===== src/hdl/nsp_pkg.sv =====
// ----------------------------------------------------------------------------
// nsp_pkg
// Shared types, constants and helpers for the NMEA sentence parser.
// ----------------------------------------------------------------------------
package nsp_pkg;

    localparam int FRACTION_DIGITS_DEF = 4;
    localparam int MAX_FIELDS_DEF      = 32;

    localparam logic [7:0] CH_DOLLAR = 8'h24;
    localparam logic [7:0] CH_STAR   = 8'h2A;
    localparam logic [7:0] CH_COMMA  = 8'h2C;
    localparam logic [7:0] CH_DOT    = 8'h2E;
    localparam logic [7:0] CH_CR     = 8'h0D;
    localparam logic [7:0] CH_LF     = 8'h0A;
    localparam logic [7:0] CH_ZERO   = 8'h30;
    localparam logic [7:0] CH_A      = 8'h41;
    localparam logic [7:0] CH_S      = 8'h53;
    localparam logic [7:0] CH_W      = 8'h57;

    localparam logic [47:0] HDR_GGA = 48'h41_47_47_50_47_24;
    localparam logic [47:0] HDR_RMC = 48'h43_4D_52_50_47_24;

    localparam logic [1:0] KIND_OTHER = 2'd0;
    localparam logic [1:0] KIND_GGA   = 2'd1;
    localparam logic [1:0] KIND_RMC   = 2'd2;

    localparam logic [1:0] STG_INT  = 2'd0;
    localparam logic [1:0] STG_FRAC = 2'd1;
    localparam logic [1:0] STG_DONE = 2'd2;

    typedef struct packed {
        logic [16:0] ipart;
        logic [16:0] frac;
        logic [2:0]  fcount;
        logic [1:0]  stage;
    } coord_t;

    // Snapshot of one finished sentence handed to the result stage.
    typedef struct packed {
        logic [1:0]  kind;
        logic        ok;
        logic [7:0]  fix;
        logic [7:0]  status;
        logic [23:0] tdig;
        logic [23:0] ddig;
        coord_t      lat;
        coord_t      lon;
        logic [1:0]  hemi;
    } sent_t;

    function automatic logic [7:0] hex_char(input logic [3:0] nib);
        return (nib < 4'd10) ? (CH_ZERO + {4'd0, nib}) : (CH_A + {4'd0, nib} - 8'd10);
    endfunction

    function automatic logic is_digit(input logic [7:0] c);
        return (c >= 8'h30) && (c <= 8'h39);
    endfunction

    // low nibble holds the tens digit (first character of the pair)
    function automatic logic [6:0] two_digits(input logic [7:0] d);
        return 7'({3'd0, d[3:0]} * 7'd10 + {3'd0, d[7:4]});
    endfunction

endpackage


===== src/hdl/nsp_scan.sv =====
// ----------------------------------------------------------------------------
// nsp_scan
// Per-byte sentence scanner: checksum, field split and field capture.
// ----------------------------------------------------------------------------
module nsp_scan
    import nsp_pkg::*;
#(
    parameter int FRACTION_DIGITS = FRACTION_DIGITS_DEF,
    parameter int MAX_FIELDS      = MAX_FIELDS_DEF
)
(
    input  logic       clk,
    input  logic       rst_n,
    input  logic       valid,
    input  logic [7:0] c,
    output logic       done,
    output sent_t      sent
);
    localparam int FW = $clog2(MAX_FIELDS);

    logic        in_s_reg, sum_reg, cap_reg;
    logic [7:0]  xor_reg;
    logic [15:0] rck_reg;
    logic [1:0]  cnt_reg;
    logic [FW-1:0] fld_reg;
    logic [3:0]  pos_reg, hlen_reg;
    logic [47:0] hdr_reg;
    logic [7:0]  fix_reg, sta_reg;
    logic [23:0] tdig_reg, ddig_reg;
    coord_t      lat_reg, lon_reg;
    logic [1:0]  hemi_reg;

    logic        in_s_next, sum_next, cap_next;
    logic [7:0]  xor_next;
    logic [15:0] rck_next;
    logic [1:0]  cnt_next;
    logic [FW-1:0] fld_next;
    logic [3:0]  pos_next, hlen_next, hl_fin;
    logic [47:0] hdr_next;
    logic [7:0]  fix_next, sta_next;
    logic [23:0] tdig_next, ddig_next;
    coord_t      lat_next, lon_next;
    logic [1:0]  hemi_next;

    function automatic coord_t feed(input coord_t a, input logic [7:0] ch);
        coord_t r;
        logic [20:0] t;
        r = a;
        t = 21'(a.ipart) * 21'd10 + {17'd0, ch[3:0]};
        if (a.stage == STG_INT) begin
            if (is_digit(ch))
                r.ipart = (t > 21'd99999) ? 17'd99999 : t[16:0];
            else if (ch == CH_DOT)
                r.stage = STG_FRAC;
            else
                r.stage = STG_DONE;
        end else if (a.stage == STG_FRAC) begin
            if (is_digit(ch)) begin
                if (32'(a.fcount) < FRACTION_DIGITS) begin
                    r.frac   = 17'(21'(a.frac) * 21'd10 + {17'd0, ch[3:0]});
                    r.fcount = a.fcount + 3'd1;
                end
            end else begin
                r.stage = STG_DONE;
            end
        end
        return r;
    endfunction

    always_comb
    begin
        logic fin, go;
        logic [3:0] dg;
        in_s_next = in_s_reg; sum_next = sum_reg; cap_next = cap_reg;
        xor_next = xor_reg; rck_next = rck_reg; cnt_next = cnt_reg;
        fld_next = fld_reg; pos_next = pos_reg; hlen_next = hlen_reg;
        hdr_next = hdr_reg; fix_next = fix_reg; sta_next = sta_reg;
        tdig_next = tdig_reg; ddig_next = ddig_reg;
        lat_next = lat_reg; lon_next = lon_reg; hemi_next = hemi_reg;
        fin = 1'b0;
        dg = is_digit(c) ? c[3:0] : 4'd0;
        if (valid && c == CH_DOLLAR) begin
            in_s_next = 1'b1; sum_next = 1'b0; cap_next = 1'b0;
            xor_next = '0; rck_next = '0; cnt_next = '0; fld_next = '0;
            pos_next = '0; hlen_next = '0; hdr_next = '0; fix_next = '0;
            sta_next = '0; tdig_next = '0; ddig_next = '0;
            lat_next = '0; lon_next = '0; hemi_next = '0;
        end
        go = valid && (in_s_reg || c == CH_DOLLAR);
        if (go && (c == CH_CR || c == CH_LF)) begin
            fin = 1'b1;
            in_s_next = 1'b0;
        end else if (go) begin
            if (sum_next && c == CH_STAR) sum_next = 1'b0;
            if (sum_next) xor_next = xor_next ^ c;
            if (c == CH_DOLLAR) sum_next = 1'b1;
            if (cap_next) begin
                if (cnt_next == 2'd0) rck_next[7:0] = c;
                if (cnt_next == 2'd1) rck_next[15:8] = c;
                if (cnt_next != 2'd3) cnt_next = cnt_next + 2'd1;
            end
            if (c == CH_STAR) cap_next = 1'b1;
            if (c == CH_COMMA) begin
                if (fld_next == '0) hlen_next = pos_next;
                if (32'(fld_next) < MAX_FIELDS - 1) fld_next = fld_next + FW'(1);
                pos_next = '0;
            end else begin
                if (fld_next == FW'(0) && pos_next < 4'd6)
                    hdr_next[pos_next[2:0]*8 +: 8] = c;
                if (fld_next == FW'(1) && pos_next < 4'd6)
                    tdig_next[pos_next[2:0]*4 +: 4] = dg;
                if (fld_next == FW'(9) && pos_next < 4'd6)
                    ddig_next[pos_next[2:0]*4 +: 4] = dg;
                if (fld_next == FW'(2)) lat_next = feed(lat_next, c);
                if (fld_next == FW'(4)) lon_next = feed(lon_next, c);
                if (pos_next == 4'd0) begin
                    if (fld_next == FW'(6)) fix_next = c;
                    if (fld_next == FW'(2)) sta_next = c;
                    if (fld_next == FW'(3) && c == CH_S) hemi_next[0] = 1'b1;
                    if (fld_next == FW'(5) && c == CH_W) hemi_next[1] = 1'b1;
                end
                if (pos_next != 4'd15) pos_next = pos_next + 4'd1;
            end
        end
        // finish: snapshot from current registers
        hl_fin = (fld_reg == '0) ? pos_reg : hlen_reg;
        done = fin;
        sent.kind = KIND_OTHER;
        if (hl_fin == 4'd6 && hdr_reg == HDR_GGA) sent.kind = KIND_GGA;
        else if (hl_fin == 4'd6 && hdr_reg == HDR_RMC) sent.kind = KIND_RMC;
        sent.ok = (cnt_reg >= 2'd2) && (rck_reg[7:0] == hex_char(xor_reg[7:4]))
                  && (rck_reg[15:8] == hex_char(xor_reg[3:0]));
        sent.fix = fix_reg; sent.status = sta_reg;
        sent.tdig = tdig_reg; sent.ddig = ddig_reg;
        sent.lat = lat_reg; sent.lon = lon_reg; sent.hemi = hemi_reg;
    end

    always_ff @(posedge clk or negedge rst_n)
    begin
        if (!rst_n)
        begin
            in_s_reg <= 1'b0; sum_reg <= 1'b0; cap_reg <= 1'b0;
            xor_reg <= '0; rck_reg <= '0; cnt_reg <= '0; fld_reg <= '0;
            pos_reg <= '0; hlen_reg <= '0; hdr_reg <= '0; fix_reg <= '0;
            sta_reg <= '0; tdig_reg <= '0; ddig_reg <= '0;
            lat_reg <= '0; lon_reg <= '0; hemi_reg <= '0;
        end
        else
        begin
            in_s_reg <= in_s_next; sum_reg <= sum_next; cap_reg <= cap_next;
            xor_reg <= xor_next; rck_reg <= rck_next; cnt_reg <= cnt_next;
            fld_reg <= fld_next; pos_reg <= pos_next; hlen_reg <= hlen_next;
            hdr_reg <= hdr_next; fix_reg <= fix_next; sta_reg <= sta_next;
            tdig_reg <= tdig_next; ddig_reg <= ddig_next;
            lat_reg <= lat_next; lon_reg <= lon_next; hemi_reg <= hemi_next;
        end
    end
endmodule


===== src/hdl/nsp_result.sv =====
// ----------------------------------------------------------------------------
// nsp_result
// Checks a finished sentence, updates held fields and drives the result
// register with a skid stage.
// ----------------------------------------------------------------------------
module nsp_result
    import nsp_pkg::*;
#(
    parameter int FRACTION_DIGITS = FRACTION_DIGITS_DEF
)
(
    input  logic         clk,
    input  logic         rst_n,
    input  logic         done,
    input  sent_t        sent,
    output logic         can_take,
    output logic         m_axis_tvalid,
    input  logic         m_axis_tready,
    output logic [103:0] m_axis_tdata
);
    localparam longint SCALE    = 10 ** FRACTION_DIGITS;
    localparam int     LW       = 34;
    // ceil(2^24 / 100): exact divide by 100 for integer parts up to 99999
    localparam int     DIV100_K = 167773;

    logic        pv_reg, dv_reg;
    logic [6:0]  hh_reg, mi_reg, ss_reg, dd_reg, mo_reg, yy_reg;
    logic [26:0] lat_reg;
    logic [27:0] lon_reg;
    logic [103:0] out_reg, skid_reg;
    logic        ov_reg, sv_reg;

    function automatic logic [LW-1:0] mag(input coord_t a, input longint maxd);
        logic [LW-1:0] f, m, lim;
        logic [33:0]   prod;
        logic [9:0]    deg;
        logic [16:0]   mins;
        f = LW'(a.frac);
        for (int n = 0; n < 5; n++)
            if (n >= 32'(a.fcount) && n < FRACTION_DIGITS) f = LW'(f * LW'(10));
        // split ddmm into degrees and minutes by reciprocal multiply
        prod = 34'(a.ipart) * 34'(DIV100_K);
        deg  = prod[33:24];
        mins = a.ipart - 17'(deg) * 17'd100;
        m = LW'(deg) * LW'(60 * SCALE) + LW'(mins) * LW'(SCALE) + f;
        lim = LW'(maxd * 60 * SCALE);
        return (m > lim) ? lim : m;
    endfunction

    logic        pv_next, dv_next;
    logic [6:0]  hh_next, mi_next, ss_next, dd_next, mo_next, yy_next;
    logic [26:0] lat_next;
    logic [27:0] lon_next;
    logic [103:0] res;
    logic [LW-1:0] mla, mlo;

    always_comb
    begin
        pv_next = pv_reg; dv_next = dv_reg;
        hh_next = hh_reg; mi_next = mi_reg; ss_next = ss_reg;
        dd_next = dd_reg; mo_next = mo_reg; yy_next = yy_reg;
        lat_next = lat_reg; lon_next = lon_reg;
        mla = mag(sent.lat, 90);
        mlo = mag(sent.lon, 180);
        if (sent.ok && sent.kind == KIND_GGA) begin
            if (sent.fix == CH_ZERO) pv_next = 1'b0;
            else begin
                hh_next = two_digits(sent.tdig[7:0]);
                mi_next = two_digits(sent.tdig[15:8]);
                ss_next = two_digits(sent.tdig[23:16]);
                lat_next = sent.hemi[0] ? 27'(-mla) : 27'(mla);
                lon_next = sent.hemi[1] ? 28'(-mlo) : 28'(mlo);
                pv_next = 1'b1;
            end
        end
        if (sent.ok && sent.kind == KIND_RMC) begin
            if (sent.status == CH_A) begin
                dd_next = two_digits(sent.ddig[7:0]);
                mo_next = two_digits(sent.ddig[15:8]);
                yy_next = two_digits(sent.ddig[23:16]);
                dv_next = 1'b1;
            end else dv_next = 1'b0;
        end
        res = {2'b00, lon_next, lat_next, yy_next, mo_next, dd_next, ss_next,
               mi_next, hh_next, dv_next, pv_next, sent.ok, sent.kind};
    end

    assign can_take      = !sv_reg;
    assign m_axis_tvalid = ov_reg;
    assign m_axis_tdata  = out_reg;

    always_ff @(posedge clk or negedge rst_n)
    begin
        if (!rst_n)
        begin
            pv_reg <= 1'b0; dv_reg <= 1'b0;
            hh_reg <= '0; mi_reg <= '0; ss_reg <= '0;
            dd_reg <= '0; mo_reg <= '0; yy_reg <= '0;
            lat_reg <= '0; lon_reg <= '0;
            ov_reg <= 1'b0; sv_reg <= 1'b0;
        end
        else
        begin
            if (done)
            begin
                pv_reg <= pv_next; dv_reg <= dv_next;
                hh_reg <= hh_next; mi_reg <= mi_next; ss_reg <= ss_next;
                dd_reg <= dd_next; mo_reg <= mo_next; yy_reg <= yy_next;
                lat_reg <= lat_next; lon_reg <= lon_next;
            end
            if (!ov_reg || m_axis_tready)
            begin
                // advance skid into output, else take new request directly
                if (sv_reg)
                begin
                    out_reg <= skid_reg; ov_reg <= 1'b1; sv_reg <= done;
                    if (done) skid_reg <= res;
                end
                else
                begin
                    ov_reg <= done;
                    if (done) out_reg <= res;
                end
            end
            else if (done)
            begin
                skid_reg <= res; sv_reg <= 1'b1;
            end
        end
    end
endmodule


===== src/hdl/nmea_sentence_parser.sv =====
// ----------------------------------------------------------------------------
// nmea_sentence_parser
// NMEA 0183 GGA/RMC parser, one received byte per request.
// Output: a CR/LF byte's result is registered, via the skid stage if the output is held.
// Throughput: one byte per cycle; input stalls only when both output
// register and skid stage are full.
// Reset: clears sentence state, held fields and output valid.
// ----------------------------------------------------------------------------
module nmea_sentence_parser
    import nsp_pkg::*;
#(
    parameter int FRACTION_DIGITS = FRACTION_DIGITS_DEF,
    parameter int MAX_FIELDS      = MAX_FIELDS_DEF
)
(
    input  logic         clk,
    input  logic         rst_n,
    input  logic         s_axis_tvalid,
    output logic         s_axis_tready,
    input  logic [7:0]   s_axis_tdata,  // rx_byte
    output logic         m_axis_tvalid,
    input  logic         m_axis_tready,
    // sentence_kind, checksum_ok, position_valid, date_valid, utc_hour,
    // utc_minute, utc_second, utc_day, utc_month, utc_year,
    // latitude_e4min, longitude_e4min, zero pad
    output logic [103:0] m_axis_tdata
);
    logic  done, can_take;
    sent_t sent;

    assign s_axis_tready = can_take;

    nsp_scan #(.FRACTION_DIGITS(FRACTION_DIGITS), .MAX_FIELDS(MAX_FIELDS)) u_scan (
        .clk(clk), .rst_n(rst_n), .valid(s_axis_tvalid && can_take),
        .c(s_axis_tdata), .done(done), .sent(sent)
    );

    nsp_result #(.FRACTION_DIGITS(FRACTION_DIGITS)) u_res (
        .clk(clk), .rst_n(rst_n), .done(done), .sent(sent), .can_take(can_take),
        .m_axis_tvalid(m_axis_tvalid), .m_axis_tready(m_axis_tready),
        .m_axis_tdata(m_axis_tdata)
    );
endmodule

===== config.mk =====
export PLATFORM = sky130hd
export DESIGN_NAME = nmea_sentence_parser
export DESIGN_NICKNAME = d
export VERILOG_FILES = /design/src/hdl/nsp_pkg.sv /design/src/hdl/nsp_scan.sv /design/src/hdl/nsp_result.sv /design/src/hdl/nmea_sentence_parser.sv
export SDC_FILE = /design/constraint.sdc
export NUM_CORES = 2
export LEC_CHECK = 0
export ABC_AREA = 1
export BUFFER_PORTS_ARGS = -buffer_cell sky130_fd_sc_hd__buf_2
export CAP_MARGIN = 0
export CORE_ASPECT_RATIO = 0.9
export CORE_MARGIN = 2
export CORE_UTILIZATION = 30
export DETAILED_ROUTE_END_ITERATION = 6
export MAX_ROUTING_LAYER = met4
export PLACE_DENSITY = 0.46
export SLEW_MARGIN = 15
export SYNTH_ARGS = -nofsm -noshare
export SYNTH_HDL_FRONTEND = slang
export SYNTH_HIERARCHICAL = 1
export SYNTH_SLANG_ARGS = --single-unit

===== constraint.sdc =====
create_clock -name clk -period 31.9 [get_ports clk]
set_input_delay 6.38 -clock clk [delete_from_list [all_inputs] [get_ports clk]]
set_output_delay 6.38 -clock clk [all_outputs]
set_load 0.05 [all_outputs]

==> impl_metrics.csv <==
group,metric,value,unit
detailed_routing,routed.top_layer,"met4",
place,dp_hpwl,186,mm
critical_path,crit_slowest_cell,"dfrtp_1",
detailed_routing,wl_met3,8.91,mm
sta,timing_hold_violations_final,0,
synth,ys_ff_latch,539,
floorplanning,pin_count,118,
floorplanning,dieHeight,471,µm
detailed_routing,finalWirelength,223,mm
hold_path,hold_path.class,"flip-flop to flip-flop",
detailed_routing,route.detailed.drc,0,
synth,yosysWarningCount,6,
floorplanning,start_util,0.302,
sta,fin_setup_tns,0,ns
synth,synth.top_cell.area_share,0.209,
detailed_routing,vias,61907,
synth,yosysTopAreaCell,"ha_1",
cts,h-tree-depth,3,
grt,antenna_found_initial,12,
synth,synth_area_leaders,"ha_1, dfrtp_1, fa_1, nand2_1, inv_1",
layout,fin_cells,12905,
sta,finClkSkew,0.0415,ns
detailed_routing,drt_iter0_drc,4089,
synth,syn_avg_cell_area,7.58,µm²
detailed_routing,vias_per_cell,4.80,
sta,finalCritPeriodShare,0.585,
detailed_routing,dr.pass1.iters,5,
detailed_routing,wl_met1,116,mm
place,dp.cells,12772,
cts,clock-root-buffer,"clkbuf_16",
critical_path,crit_arrival,19.09,ns
cts,cts.repair.resized,0,
synth,synth.yosys.seq_area_share,0.200,
layout,drive_gt1_frac,0.0487,
cts,numCtsBuffers,70,
layout,fillCellCount,25848,
layout,layout_commonest_cell,"nand2_1",
place,gp_congestion,0.910,
synth,yosysUniqueCellTypes,77,
detailed_routing,ant_nets,0,
sta,max_freq,53.6,MHz
sta,fin_crit,18.67,ns
cts,cts_hold_buf,0,
synth,async_reset_ff_frac,0.622,
critical_path,end_kind,"flip-flop",
grt,track_usage,0.184,
cts,cts_sinks,539,
layout,num-nets-final,11286,
critical_path,crit_type,"flip-flop to flip-flop",
grt,grt-ovfl-total,0,
critical_path,cp_common_cell,"nand2_1",
synth,synth-edff-count,204,
critical_path,path_max_fanout,31,
synth,synth.cell_area,72600,µm²
floorplanning,placeableCoreArea,241000,µm²
cts,clk_latency,0.69,ns
cts,clockBufferDepth,3,
grt,grt_pass1_vias,60832,
place,io_buffers,115,
run,maxCapViolations,0,
layout,area_growth,9.05,%
synth,synthCells,9580,
synth,synth_ff_type,"dfrtp_1",
cts,clk_pin_slew_worst_paths,0.06,ns
floorplanning,die_x,523,µm
sta,slew_viol_final,0,
sta,tightest_slew,1.28,ns
grt,grt_pass1_wl,351,mm
sta,relSlewSlack,0.140,
critical_path,max_stage_delay,0.73,ns
sta,grt_setup_unrepaired,"no",
cts,cts_setup_buffers,0,
layout,final_cell_mix,"nand2_1, inv_1, ha_1",
outcome,outcome,"finished, final reports clean",
grt,grt_max_degree,79,
sta,setup_viol,0,
critical_path,critPathLaunchType,"flip-flop",
critical_path,required,32.32,ns
detailed_routing,wire_per_inst,17.3,µm
detailed_routing,routed-wl-met2,95.2,mm
floorplanning,die-area,246000,µm²
cts,cts_tree,"built",
floorplanning,fp-row-count,171,
cells in the mapped netlist, drive strengths merged, types with 63 or more instances:
cell / n
edfxtp: 204
buf: 63
nor2: 656
nand2: 2045
fa: 416
ha: 1214
nand4: 100
nor3: 95
nand3: 537
xor2: 287
xnor2: 119
a21oi: 558
o21ai: 676
inv: 1746
dfrtp: 335
clkbuf: 107
metrics by stage:
stage                     area (µm²)  utilization  hold WS (ns)  setup slack (ns)
after CTS                      79200        0.329         0.475             13.10
after global routing           79200        0.329         0.492             11.73
after floorplan                72600            -         0.442             16.09
final                          79200        0.329         0.472             13.23
after global placement         76900        0.319         0.454             13.02
after detailed placement       76900        0.319         0.458             13.18
layout make-up:
cell class / instances / area (µm²) / area share
Inverter: 1749 / 6570 / 0.0830
Tap cell: 3200 / 4000 / 0.0505
Antenna cell: 5 / 12.5 / 0.000158
Clock buffer: 101 / 1960 / 0.0247
Sequential cell: 539 / 14500 / 0.183
Clock inverter: 27 / 370 / 0.00468
Multi-Input combinational cell: 7123 / 50900 / 0.642
Timing Repair Buffer: 161 / 931 / 0.0118
path summary, 6_finish.rpt:
kind	startpoint	end	slack (ns)	cells past startpoint
max in group asynchronous	rst_n	u_res/lon_reg[19]$_DFFE_PN0P_	22.97	5
hold / removal	u_res/lat_reg[12]$_DFFE_PN0P_	u_res/lat_reg[12]$_DFFE_PN0P_	0.47	2
setup / recovery	u_scan/sent[30]$_DFF_PN0_	u_res/m_axis_tdata[88]$_DFFE_PP_	13.23	82
min in group asynchronous	rst_n	u_scan/sent[79]$_DFF_PN0_	5.53	1
hold reg to reg	u_res/lat_reg[12]$_DFFE_PN0P_	u_res/lat_reg[12]$_DFFE_PN0P_	0.47	2
setup reg to reg	u_scan/sent[30]$_DFF_PN0_	u_res/m_axis_tdata[88]$_DFFE_PP_	13.23	82
logic make-up (layout without fill, tap and decap cells):
group,count (synthesis),in the layout,share of synthesized area
AOI/OAI and AO/OA,1523,1523,0.116
xor gates and xnor gates,406,406,0.0495
adders and majority gates,1630,1630,0.324
buffers and inverters,1919,2038,0.101
DFF,539,539,0.200
muxes,2,2,0.000276
other,1,7,0.0000516
and+or+nand+nor,3560,3560,0.210
per-layer routing:
layer,vias to the layer above,GRT usage
met1,29334,0.274
li1,31346,-
met5,-,-
met2,1067,0.276
met4,0,0.0245
met3,160,0.0166
worst max-delay path: cells and delay by family (launching register included):
kind	cells	cell delay [ns]
fa+ha+maj	20	8.15
xor+xnor	4	1.18
flops	1	0.73
compound gates	9	1.60
simple gates	36	5.56
buf+inv	13	1.15
Power is left out: the tool's default activity adds up to more than one toggle a clock period on the data nets, which glitch-free logic cannot reach.
